<file path="src/hw/rtl/rtcat_pkg.sv">
`timescale 1ns / 1ps
// Shared types, constants and helper functions for the RTC alarm time adder.
// No dependencies; imported by every module of the block.

package rtcat_pkg;

  // Time reading as delivered by the RTC, all fields BCD
  typedef struct packed {
    logic [7:0] century_bcd;
    logic [7:0] year_bcd;
    logic [4:0] month_bcd;
    logic [5:0] day_bcd;
    logic [5:0] hour_bcd;
    logic [6:0] minute_bcd;
    logic [6:0] second_bcd;
  } time_t;

  // Alarm time result, all fields BCD
  typedef struct packed {
    logic [7:0] alarm_century_bcd;
    logic [7:0] alarm_year_bcd;
    logic [4:0] alarm_month_bcd;
    logic [5:0] alarm_day_bcd;
    logic [5:0] alarm_hour_bcd;
    logic [6:0] alarm_minute_bcd;
    logic [6:0] alarm_second_bcd;
  } alarm_t;

  // Binary calendar state handed from the front half to the back half
  typedef struct packed {
    logic [7:0]  century;    // decoded, up to 165
    logic [7:0]  year;       // decoded, up to 165
    logic [4:0]  month;      // decoded, up to 25
    logic [4:0]  month_len;  // days in current month
    logic [5:0]  day;        // day plus whole-day carry, up to 47
    logic [16:0] tod;        // seconds of day, below 86400
  } cal_t;

  localparam int unsigned INTERVAL_W     = 16;
  localparam int unsigned SEC_PER_MIN    = 60;
  localparam int unsigned SEC_PER_HOUR   = 3600;
  localparam int unsigned SEC_PER_DAY    = 86400;
  localparam int unsigned YEARS_PER_CENT = 100;

  // floor(x / d) == (x * RECIP) >> SHIFT over the needed input range
  localparam int unsigned HOUR_RECIP = 74566;  // x < 86400
  localparam int unsigned HOUR_SHIFT = 28;
  localparam int unsigned MIN_RECIP  = 4370;   // x < 3600
  localparam int unsigned MIN_SHIFT  = 18;
  localparam int unsigned TEN_RECIP  = 205;    // x < 128
  localparam int unsigned TEN_SHIFT  = 11;

  // Month numbers
  localparam logic [4:0] MON_JAN = 5'd1;
  localparam logic [4:0] MON_FEB = 5'd2;
  localparam logic [4:0] MON_MAR = 5'd3;
  localparam logic [4:0] MON_MAY = 5'd5;
  localparam logic [4:0] MON_JUL = 5'd7;
  localparam logic [4:0] MON_AUG = 5'd8;
  localparam logic [4:0] MON_OCT = 5'd10;
  localparam logic [4:0] MON_DEC = 5'd12;

  localparam logic [4:0] DAYS_LONG  = 5'd31;
  localparam logic [4:0] DAYS_SHORT = 5'd30;
  localparam logic [4:0] DAYS_FEB   = 5'd28;
  localparam logic [4:0] DAYS_FEB_L = 5'd29;

  // Two BCD digits to binary; digits above 9 keep their binary weight
  function automatic logic [7:0] bcd_to_bin(input logic [7:0] bcd);
    logic [7:0] hi;
    hi = {4'd0, bcd[7:4]};
    return (hi << 3) + (hi << 1) + {4'd0, bcd[3:0]};
  endfunction

  // Binary below 100 to two BCD digits
  function automatic logic [7:0] bin_to_bcd(input logic [6:0] bin);
    logic [14:0] prod;
    logic [3:0]  tens;
    logic [6:0]  tens_x10;
    prod     = 15'(bin) * 15'(TEN_RECIP);
    tens     = prod[TEN_SHIFT+3:TEN_SHIFT];
    tens_x10 = 7'({tens, 3'b000}) + 7'({tens, 1'b0});
    return {tens, 4'(bin - tens_x10)};
  endfunction

  // Gregorian month length; out-of-range months count 30 days
  function automatic logic [4:0] month_len(input logic [4:0] month, input logic leap);
    logic [4:0] len;
    case (month)
      MON_FEB: len = leap ? DAYS_FEB_L : DAYS_FEB;
      MON_JAN, MON_MAR, MON_MAY, MON_JUL,
      MON_AUG, MON_OCT, MON_DEC: len = DAYS_LONG;
      default: len = DAYS_SHORT;
    endcase
    return len;
  endfunction

endpackage

</file>
<file path="src/hw/rtl/rtc_alarm_time_adder_top.sv">
`timescale 1ns / 1ps
// Top level of the RTC alarm time adder: interval register, pipeline, output stage.
// Depends on rtcat_pkg, rtcat_front, rtcat_back, rtcat_skid.

// Adds the programmed interval (0 to 65535 s) to a BCD clock reading and
// returns the alarm time in BCD, carrying through Gregorian month lengths and
// leap years. One request is taken every cycle while now_stall is low; each
// result passes through six pipeline stages, the first loaded at the edge
// that accepts its request, then the output register. The pipeline advances
// as a whole while the skid entry behind the output register is empty, so up
// to one extra result is absorbed before now_stall rises. Write the interval
// only while no request is in flight.

module rtc_alarm_time_adder_top import rtcat_pkg::*; (
  input  logic                  clk,
  input  logic                  rst,
  input  logic                  cfg_we,
  input  logic [INTERVAL_W-1:0] cfg_wdata,
  input  logic                  now_valid,
  output logic                  now_stall,
  input  time_t                 now,
  output logic                  alarm_valid,
  input  logic                  alarm_stall,
  output alarm_t                alarm
);

  logic [INTERVAL_W-1:0] interval;
  logic                  en;
  logic                  front_valid, back_valid;
  cal_t                  cal;
  alarm_t                result;

  // Interval register
  always_ff @(posedge clk) begin
    if (rst) begin
      interval <= '0;
    end else if (cfg_we) begin
      interval <= cfg_wdata;
    end
  end

  assign now_stall = !en;

  rtcat_front u_front (
    .clk       (clk),
    .rst       (rst),
    .en        (en),
    .in_valid  (now_valid),
    .now       (now),
    .interval  (interval),
    .out_valid (front_valid),
    .cal       (cal)
  );

  rtcat_back u_back (
    .clk       (clk),
    .rst       (rst),
    .en        (en),
    .in_valid  (front_valid),
    .cal       (cal),
    .out_valid (back_valid),
    .result    (result)
  );

  rtcat_skid u_skid (
    .clk       (clk),
    .rst       (rst),
    .in_valid  (back_valid),
    .in_data   (result),
    .in_ready  (en),
    .out_valid (alarm_valid),
    .out_data  (alarm),
    .out_stall (alarm_stall)
  );

`ifndef SYNTHESIS
  // A held pipeline means the output register is occupied
  a_hold_has_output: assert property (@(posedge clk) disable iff (rst)
    !en |-> alarm_valid)
    else $error("pipeline held with empty output register");

  // The skid entry fills only behind a stalled output
  a_skid_cause: assert property (@(posedge clk) disable iff (rst)
    $fell(en) |-> $past(alarm_valid && alarm_stall))
    else $error("skid entry filled without output stall");

  // Hour, minute and second results stay in range
  a_time_range: assert property (@(posedge clk) disable iff (rst)
    alarm_valid |-> (alarm.alarm_hour_bcd <= 6'h23) &&
                    (alarm.alarm_minute_bcd <= 7'h59) &&
                    (alarm.alarm_second_bcd <= 7'h59) &&
                    (alarm.alarm_minute_bcd[3:0] <= 4'd9) &&
                    (alarm.alarm_second_bcd[3:0] <= 4'd9))
    else $error("alarm time of day out of range");
`endif

endmodule

</file>
<file path="src/hw/rtl/rtcat_front.sv">
`timescale 1ns / 1ps
// Front half of the alarm pipeline: BCD decode, seconds total, day split.
// Depends on rtcat_pkg.

module rtcat_front import rtcat_pkg::*; (
  input  logic                  clk,
  input  logic                  rst,
  input  logic                  en,
  input  logic                  in_valid,
  input  time_t                 now,
  input  logic [INTERVAL_W-1:0] interval,
  output logic                  out_valid,
  output cal_t                  cal
);

  // Stage 1: decoded fields
  logic       v1;
  logic [7:0] c1, y1;
  logic [4:0] mon1;
  logic [5:0] day1, hr1;
  logic [6:0] mi1, se1;

  // Stage 2: total seconds and month length
  logic        v2;
  logic [7:0]  c2, y2;
  logic [4:0]  mon2, mlen2;
  logic [5:0]  day2;
  logic [17:0] total2;

  // Stage 3: whole days split off
  logic v3;
  cal_t cal3;

  logic [17:0] total_next;
  logic        y_round, leap;
  logic [1:0]  cent_low;
  logic [4:0]  mlen_next;
  logic [1:0]  days;
  logic [16:0] tod_next;

  // Seconds since midnight plus interval
  assign total_next = 18'(se1) + 18'(mi1) * 18'(SEC_PER_MIN)
                    + 18'(hr1) * 18'(SEC_PER_HOUR) + 18'(interval);

  // Gregorian leap test on century*100+year without forming the full year
  assign y_round   = (y1 == 8'd0) || (y1 == 8'(YEARS_PER_CENT));
  assign cent_low  = c1[1:0] + {1'b0, (y1 == 8'(YEARS_PER_CENT))};
  assign leap      = (y1[1:0] == 2'b00) && (!y_round || (cent_low == 2'b00));
  assign mlen_next = month_len(mon1, leap);

  // Total is below three days: two compares pick the day count
  always_comb begin
    if (total2 >= 18'(2 * SEC_PER_DAY)) begin
      days     = 2'd2;
      tod_next = 17'(total2 - 18'(2 * SEC_PER_DAY));
    end else if (total2 >= 18'(SEC_PER_DAY)) begin
      days     = 2'd1;
      tod_next = 17'(total2 - 18'(SEC_PER_DAY));
    end else begin
      days     = 2'd0;
      tod_next = 17'(total2);
    end
  end

  // Valid bits
  always_ff @(posedge clk) begin
    if (rst) begin
      v1 <= 1'b0;
      v2 <= 1'b0;
      v3 <= 1'b0;
    end else if (en) begin
      v1 <= in_valid;
      v2 <= v1;
      v3 <= v2;
    end
  end

  // Payload registers
  always_ff @(posedge clk) begin
    if (en) begin
      c1   <= bcd_to_bin(now.century_bcd);
      y1   <= bcd_to_bin(now.year_bcd);
      mon1 <= 5'(bcd_to_bin({3'd0, now.month_bcd}));
      day1 <= 6'(bcd_to_bin({2'd0, now.day_bcd}));
      hr1  <= 6'(bcd_to_bin({2'd0, now.hour_bcd}));
      mi1  <= 7'(bcd_to_bin({1'b0, now.minute_bcd}));
      se1  <= 7'(bcd_to_bin({1'b0, now.second_bcd}));

      c2     <= c1;
      y2     <= y1;
      mon2   <= mon1;
      mlen2  <= mlen_next;
      day2   <= day1;
      total2 <= total_next;

      cal3.century   <= c2;
      cal3.year      <= y2;
      cal3.month     <= mon2;
      cal3.month_len <= mlen2;
      cal3.day       <= day2 + {4'd0, days};
      cal3.tod       <= tod_next;
    end
  end

  assign out_valid = v3;
  assign cal       = cal3;

endmodule

</file>
<file path="src/hw/rtl/rtcat_back.sv">
`timescale 1ns / 1ps
// Back half of the alarm pipeline: month/year carry, hour/minute split, BCD encode.
// Depends on rtcat_pkg.

module rtcat_back import rtcat_pkg::*; (
  input  logic   clk,
  input  logic   rst,
  input  logic   en,
  input  logic   in_valid,
  input  cal_t   cal,
  output logic   out_valid,
  output alarm_t result
);

  // Stage 4: calendar carried, hour found
  logic        v4;
  logic [6:0]  cent4, yr4;
  logic [4:0]  mon4, hour4;
  logic [5:0]  day4;
  logic [16:0] tod4;

  // Stage 5: remainder within hour, calendar encoded
  logic        v5;
  logic [11:0] rem5;
  logic [7:0]  cent5, yr5;
  logic [4:0]  mon5;
  logic [5:0]  day5, hour5;

  // Stage 6: minute found
  logic        v6;
  logic [11:0] rem6;
  logic [5:0]  min6;
  logic [7:0]  cent6, yr6;
  logic [4:0]  mon6;
  logic [5:0]  day6, hour6;

  logic        carry, in_year, inc;
  logic [5:0]  day_next;
  logic [4:0]  mon_next;
  logic [7:0]  year_sum, cent_sum;
  logic        year_wrap, cent_wrap;
  logic [33:0] hour_prod;
  logic [24:0] min_prod;
  logic [5:0]  sec;

  // Seconds left within the hour
  function automatic logic [16:0] cal_rem(input logic [16:0] tod, input logic [4:0] hour);
    return tod - 17'(hour) * 17'(SEC_PER_HOUR);
  endfunction

  // At most one month boundary is crossed: day stays below 48
  assign carry    = cal.day > {1'b0, cal.month_len};
  assign in_year  = (cal.month >= MON_JAN) && (cal.month < MON_DEC);
  assign inc      = carry && !in_year;
  assign day_next = carry ? (cal.day - {1'b0, cal.month_len}) : cal.day;
  always_comb begin
    if (!carry)       mon_next = cal.month;
    else if (in_year) mon_next = cal.month + 5'd1;
    else              mon_next = MON_JAN;
  end

  // Year and century reduced mod 100 by a single compare-subtract each
  assign year_sum  = cal.year + {7'd0, inc};
  assign year_wrap = year_sum >= 8'(YEARS_PER_CENT);
  assign cent_sum  = cal.century + {7'd0, year_wrap};
  assign cent_wrap = cent_sum >= 8'(YEARS_PER_CENT);

  // Hour by reciprocal multiply
  assign hour_prod = 34'(cal.tod) * 34'(HOUR_RECIP);

  // Minute by reciprocal multiply
  assign min_prod = 25'(rem5) * 25'(MIN_RECIP);

  // Second from remainder
  assign sec = 6'(rem6 - 12'(min6) * 12'(SEC_PER_MIN));

  // Valid bits
  always_ff @(posedge clk) begin
    if (rst) begin
      v4 <= 1'b0;
      v5 <= 1'b0;
      v6 <= 1'b0;
    end else if (en) begin
      v4 <= in_valid;
      v5 <= v4;
      v6 <= v5;
    end
  end

  // Payload registers
  always_ff @(posedge clk) begin
    if (en) begin
      cent4 <= cent_wrap ? 7'(cent_sum - 8'(YEARS_PER_CENT)) : 7'(cent_sum);
      yr4   <= year_wrap ? 7'(year_sum - 8'(YEARS_PER_CENT)) : 7'(year_sum);
      mon4  <= mon_next;
      day4  <= day_next;
      hour4 <= hour_prod[HOUR_SHIFT+4:HOUR_SHIFT];
      tod4  <= cal.tod;

      rem5  <= 12'(cal_rem(tod4, hour4));
      cent5 <= bin_to_bcd(cent4);
      yr5   <= bin_to_bcd(yr4);
      mon5  <= 5'(bin_to_bcd({2'd0, mon4}));
      day5  <= 6'(bin_to_bcd({1'b0, day4}));
      hour5 <= 6'(bin_to_bcd({2'd0, hour4}));

      rem6  <= rem5;
      min6  <= min_prod[MIN_SHIFT+5:MIN_SHIFT];
      cent6 <= cent5;
      yr6   <= yr5;
      mon6  <= mon5;
      day6  <= day5;
      hour6 <= hour5;
    end
  end

  // Result toward the output register
  always_comb begin
    result.alarm_century_bcd = cent6;
    result.alarm_year_bcd    = yr6;
    result.alarm_month_bcd   = mon6;
    result.alarm_day_bcd     = day6;
    result.alarm_hour_bcd    = hour6;
    result.alarm_minute_bcd  = 7'(bin_to_bcd({1'b0, min6}));
    result.alarm_second_bcd  = 7'(bin_to_bcd({1'b0, sec}));
  end

  assign out_valid = v6;

endmodule

</file>
<file path="src/hw/rtl/rtcat_skid.sv">
`timescale 1ns / 1ps
// Output register with one skid entry; upstream ready comes from a flop.
// Depends on rtcat_pkg.

module rtcat_skid import rtcat_pkg::*; (
  input  logic   clk,
  input  logic   rst,
  input  logic   in_valid,
  input  alarm_t in_data,
  output logic   in_ready,
  output logic   out_valid,
  output alarm_t out_data,
  input  logic   out_stall
);

  logic   skid_valid;
  alarm_t skid_data;
  logic   out_free;

  assign in_ready = !skid_valid;
  assign out_free = !out_valid || !out_stall;

  // Valid flags
  always_ff @(posedge clk) begin
    if (rst) begin
      out_valid  <= 1'b0;
      skid_valid <= 1'b0;
    end else if (out_free) begin
      out_valid  <= skid_valid || in_valid;
      skid_valid <= 1'b0;
    end else if (in_valid && !skid_valid) begin
      skid_valid <= 1'b1;
    end
  end

  // Data: skid entry drains first
  always_ff @(posedge clk) begin
    if (out_free) begin
      out_data <= skid_valid ? skid_data : in_data;
    end else if (in_valid && !skid_valid) begin
      skid_data <= in_data;
    end
  end

endmodule
</file>
<file path="config.mk">
export PLATFORM = sky130hd
export DESIGN_NAME = rtc_alarm_time_adder_top
export DESIGN_NICKNAME = d
export VERILOG_FILES = /design/src/hw/rtl/rtcat_pkg.sv /design/src/hw/rtl/rtc_alarm_time_adder_top.sv /design/src/hw/rtl/rtcat_front.sv /design/src/hw/rtl/rtcat_back.sv /design/src/hw/rtl/rtcat_skid.sv
export SDC_FILE = /design/constraint.sdc
export NUM_CORES = 1
export LEC_CHECK = 0
export ABC_AREA = 1
export BUFFER_PORTS_ARGS = -buffer_cell sky130_fd_sc_hd__buf_2
export CORE_UTILIZATION = 30
export DETAILED_ROUTE_END_ITERATION = 10
export PLACE_DENSITY_LB_ADDON = 0.2
export SLEW_MARGIN = 20
export SYNTH_ARGS = -nofsm -noshare
export SYNTH_HDL_FRONTEND = slang
export SYNTH_HIERARCHICAL = 1
export SYNTH_SLANG_ARGS = --single-unit
</file>
<file path="constraint.sdc">
create_clock -name clk -period 7.1 [get_ports clk]
set_input_delay 1.42 -clock clk [delete_from_list [all_inputs] [get_ports clk]]
set_output_delay 1.42 -clock clk [all_outputs]
set_load 0.05 [all_outputs]
</file>
==> impl_metrics.ini, run 1 <==
[status]
status = complete, no violations

[finish]
fillers = 10121
nNetsFinal = 3828
drive_gt1_frac = 0.07685
synthToLayoutAreaGrowth_pct = 12.19
multi_input_area_um2 = 16230
antenna_cells = 0
register_area_um2 = 11470

[clock_network]
cts_sinks = 390
h-tree-depth = 2
postCtsHoldBufs = 0
cts_setup_buffers = 0
cts.clk_slew.worst_paths_ns = 0.06
cts_buffers = 48
cts_resized = 0
insertion_delay_ns = 0.59
cts_root_buffer = clkbuf_16
clk_path_buf_depth = 3
cts_tree = done

[critical_path]
r2r_start = u_back/min6[0]
endpoint_kind = flop
cp.arrival_ns = 6.45
crit_slowest_cell = fa_1
slowest_delay_ns = 0.46
cp-startpoint = u_back/min6[0]
cp.required_ns = 7.44
critPathLaunchType = flop
path_max_fanout = 4
path_class = flop to flop
crit_top_cell = nand2_1

[sta]
setup_tns_ns = 0
period_share = 0.8614
fin_skew_ns = 0.02603
max_slew_margin = 0.3632
min_period_ns = 6.116
worst_pin_slew_ns = 0.9552
rsz0062_at_grt = false
hold_viol_final = 0
finalSetupViolations = 0
maxClockFrequency_mhz = 163.5
finalMaxSlewViolations = 0

[placed_design]
routabilityCongestion = 0.8243
hpwlAfterDp_mm = 44.33
io_buffers = 116

[detailed_routing]
route.vias.total = 18924
drc = 0
via_per_inst = 4.304
drtIter0Drc = 602
ant_nets = 0
wl_per_cell_um = 12.91
first_pass_iters = 4
drt-total-wl_mm = 56.75

[logic_synthesis]
syn_area_um2 = 29730
syn_inst = 2921
synth_enable_flop_cells = 366
yosysWarnings = 6
synth_common_cells = 591 x nand2_1, 545 x ha_1, 488 x inv_1
synth_top_family_by_area = adder cells
synth_compound_area_frac = 0.04734
synth_top_area_frac = 0.3697
synth_top_cell_by_area = edfxtp_1
synthAdderAreaFrac = 0.3256
synth_mux_area_frac = 0
ys_ff_latch = 390
synth_flop_cell = edfxtp_1
synth_area_per_cell_um2 = 10.18
synthSimpleGateAreaFrac = 0.1311
synth-xor-area-share = 0.04120
synth_cell_types = 45
synth.most_common_cell = nand2_1
synth_area_leaders = edfxtp_1 37%, ha_1 23%, fa_1 9.6%
synthArstFlopShare = 0
ys_seq_area_frac = 0.3858

[min_path]
hold_path.class = flop to flop
worstHoldStart = u_front/y2[4]

[global_route]
grt_use_total = 0.1163
grt_pass1_wl_mm = 94.53
grt_overflow_total = 0
antenna_found_initial = 2
grt_pass1_vias = 19298
grt_max_degree = 139

[floorplan]
dieArea_um2 = 100400
fp-row-count = 115
die_h_um = 316.8
die_w_um = 316.8
design.core.area_um2 = 98280
start_util = 0.3025
num_io_pins = 117

[run]
maxCapViolCount = 0
## cells in the final DEF, fill, tap and decap left out, types with 5 or more instances in the layout
cell type,netlist,layout
a21o_1,10,10
a21oi_1,120,120
a31oi_1,6,6
and2_1,7,7
buf_2,8,116
buf_4,6,5
clkbuf_1,0,14
clkbuf_16,0,49
clkinv_2,0,9
dfxtp_1,24,23
edfxtp_1,366,366
fa_1,143,143
ha_1,545,545
inv_1,488,488
inv_2,7,6
nand2_1,591,590
nand3_1,99,99
nand3b_1,9,9
nand4_1,34,34
nor2_1,146,145
nor2_2,8,8
nor3_1,14,14
o211ai_1,6,6
o21a_1,8,8
o21ai_0,66,66
o21ai_1,9,9
o21bai_1,10,10
or2_2,11,11
xnor2_1,53,53
xor2_1,85,85
## routing by layer
layer / GRT usage / vias to the layer above / wire [µm] / share of wire
li1: - / 10010 / - / -
met1: 0.1535 / 8661 / 27780 / 0.49
met2: 0.1974 / 184 / 26090 / 0.46
met3: 0.01767 / 69 / 1719 / 0.030
met4: 0.03092 / 0 / 1164 / 0.021
met5: 0 / - / 0 / 0
## final cells by class
| class | count | share of cell area |
|---|---|---|
| multi-input cells | 2015 | 0.4867 |
| flip-flops and latches | 390 | 0.3439 |
| inverters | 495 | 0.05593 |
| well taps | 1287 | 0.04828 |
| clock buffers | 67 | 0.03999 |
| repair buffers | 122 | 0.01913 |
| clock inverters | 21 | 0.006039 |
## worst max-delay path, delay by kind of cell, from the launching register on
family,cells,cell delay [ns]
adder cells (fa/ha/maj),9,3.02
AND/OR/NAND/NOR,13,0.97
AO/OA/AOI/OAI,3,0.52
XOR/XNOR,2,0.49
flip-flops,1,0.44
buffers and inverters,4,0.41
## path summary, 6_finish.rpt
check	slack [ns]	depth (start not counted)	end
worst max-delay path	0.98	31	u_skid/out_data[3]
worst min-delay path	0.41	0	u_front/cal[37]
worst max register to register	0.98	31	u_skid/out_data[3]
worst min register to register	0.41	0	u_front/cal[37]
## per-stage QoR
stage	instances	hold WS (ns)	area, µm²	setup slack (ns)	utilization
2_1_floorplan	2923	0.4003	29740	0.6864	-
3_3_place_gp	4309	0.4007	31820	1.007	0.3238
3_5_place_dp	4309	0.4045	31820	0.9673	0.3238
4_1_cts	4397	0.4167	33360	0.9420	0.3394
5_1_grt	4397	0.4188	33360	0.3998	0.3394
6_report	4397	0.4146	33360	0.9844	0.3394
## cell families (layout without fill, tap and decap cells)
logic type	after synthesis	in the layout
other	1	3
DFF	390	390
adders and majority gates	688	688
and+or+nand+nor	933	933
AOI/OAI and AO/OA	252	252
xor gates and xnor gates	139	139
buffers and inverters	518	705
## flip-flops by register name, indices dropped and copies added, names as in the netlist, 12 cells and up
signal and count:
u_skid/out_data 47, u_skid/skid_data 47, u_front/cal 46, u_front/total2 18, interval 16, u_back/rem5 12, u_back/tod4 12
Power of run 1 is left out: the tool's default activity adds up to more than one toggle a clock period on the data nets, which glitch-free logic cannot reach.
==> run 2, diff against run 1 <==
Settings changed: BUFFER_PORTS_ARGS -buffer_cell sky130_fd_sc_hd__buf_2 to unset, DONT_BUFFER_PORTS set to 1.
==> impl_metrics.ini, run 2 (same netlist as run 1, synthesis figures left out) <==
[global_route]
antenna_found_initial = 2
grt_max_degree = 142
grt_pass1_wl_mm = 93.95
grt_overflow_total = 0
grt_use_total = 0.1157
grt_pass1_vias = 18686

[detailed_routing]
first_pass_iters = 5
route.vias.total = 18568
ant_nets = 0
drc = 0
via_per_inst = 4.338
drt-total-wl_mm = 56.83
wl_per_cell_um = 13.28
drtIter0Drc = 671

[critical_path]
r2r_start = u_back/min6[0]
reg2reg_setup_slack_ns = 0.99
cp.arrival_ns = 6.44
crit_top_cell = nand2_1
crit_buf_inv = 4
crit_end = u_skid/out_data[3]
crit_slowest_cell = fa_1
path_class = flop to flop
cp.depth = 31
reg2reg_to = u_skid/out_data[3]
endpoint_kind = flop
critPathLaunchType = flop
cp.required_ns = 7.43
r2r_cells = 31
cp-startpoint = u_back/min6[0]
crit_family = adder cells
path_max_fanout = 4
slowest_delay_ns = 0.47

[finish]
fin_cells = 4280
final_common_cell = nand2_1
final_cell_mix = 590 x nand2_1, 545 x ha_1, 488 x inv_1
antenna_cells = 0
nNetsFinal = 3711
synthToLayoutAreaGrowth_pct = 10.30
fin_area_um2 = 32800
drive_gt1_frac = 0.04110

[sta]
max_slew_margin = 0.3692
maxClockFrequency_mhz = 163.6
period_share = 0.8609
worst_slack_ns = 0.9873
rsz0062_at_grt = false
finalMaxSlewViolations = 0
min_period_ns = 6.113
setup_tns_ns = 0
fin_skew_ns = 0.02071
hold_viol_final = 0
finalSetupViolations = 0
worst_pin_slew_ns = 0.9462

[clock_network]
cts_tree = done
clk_path_buf_depth = 3
cts_resized = 0
cts_root_buffer = clkbuf_16
cts_buffers = 47
cts_setup_buffers = 0
cts_sinks = 390
insertion_delay_ns = 0.58
cts.clk_slew.worst_paths_ns = 0.06
h-tree-depth = 2
postCtsHoldBufs = 0

[status]
status = complete, no violations

[floorplan]
start_util = 0.3025
die_h_um = 316.8
dieArea_um2 = 100400
die_w_um = 316.8
design.core.area_um2 = 98280
num_io_pins = 117
fp-row-count = 115

[placed_design]
dpl_cell_area_um2 = 31240
routabilityCongestion = 0.8193
hpwlAfterDp_mm = 44.30
place_ws_ns = 0.9377
io_buffers = 0
post-place-cells = 4193

[min_path]
hold_path.class = flop to flop

[run]
maxCapViolCount = 0
==> run 2: cell types whose count changed in the layout (fill, tap and decap cells not counted) <==
| cell | before | now |
|---|---|---|
| inv_8 | 1 | 2 |
| clkbuf_1 | 14 | 8 |
| clkinv_1 | 2 | 7 |
| clkinvlp_4 | 2 | 4 |
| buf_2 | 116 | 0 |
| bufinv_16 | 3 | 4 |
| clkinv_4 | 2 | 4 |
| clkinv_2 | 9 | 7 |
| inv_6 | 3 | 0 |
| clkbuf_8 | 4 | 3 |
==> run 2: worst min path at each step <==
stage	slack, ns	cells after the start	from	endpoint
after floorplan	0.40	0	u_back/cent5[0]	u_back/cent6[0]
after global placement	0.40	0	u_front/c2[3]	u_front/cal[44]
after detailed placement	0.40	0	u_back/cent5[5]	u_back/cent6[5]
after CTS	0.42	0	u_front/c2[3]	u_front/cal[44]
after global routing	0.42	0	u_front/y2[4]	u_front/cal[37]
final	0.42	0	u_front/c1[4]	u_front/c2[4]
==> run 2: per-layer routing <==
metal  vias to the layer above  global-route usage  routed length [µm]
met3                        63             0.02335                2191
met5                         -                   0                  13
met4                         2             0.02633                 962
li1                       9772                   -                   -
met2                       183              0.1953               26210
met1                      8548              0.1516               27450
==> run 2: area by class of cell <==
| type | instances | area, µm² |
|---|---|---|
| Clock buffer | 60 | 1297 |
| Inverter | 495 | 1866 |
| Multi-Input combinational cell | 2015 | 16230 |
| Sequential cell | 390 | 11470 |
| Fill cell | 10017 | 65480 |
| Timing Repair Buffer | 6 | 57.56 |
| Clock inverter | 27 | 257.7 |
| Tap cell | 1287 | 1610 |
==> run 2: through the flow <==
| step | util | hold slack [ns] |
|---|---|---|
| after detailed placement | 0.3179 | 0.4045 |
| after CTS | 0.3337 | 0.4155 |
| after global routing | 0.3337 | 0.4202 |
| after floorplan | - | 0.4003 |
| after global placement | 0.3179 | 0.4008 |
| final | 0.3337 | 0.4151 |
Power of run 2 is left out for the same reason.
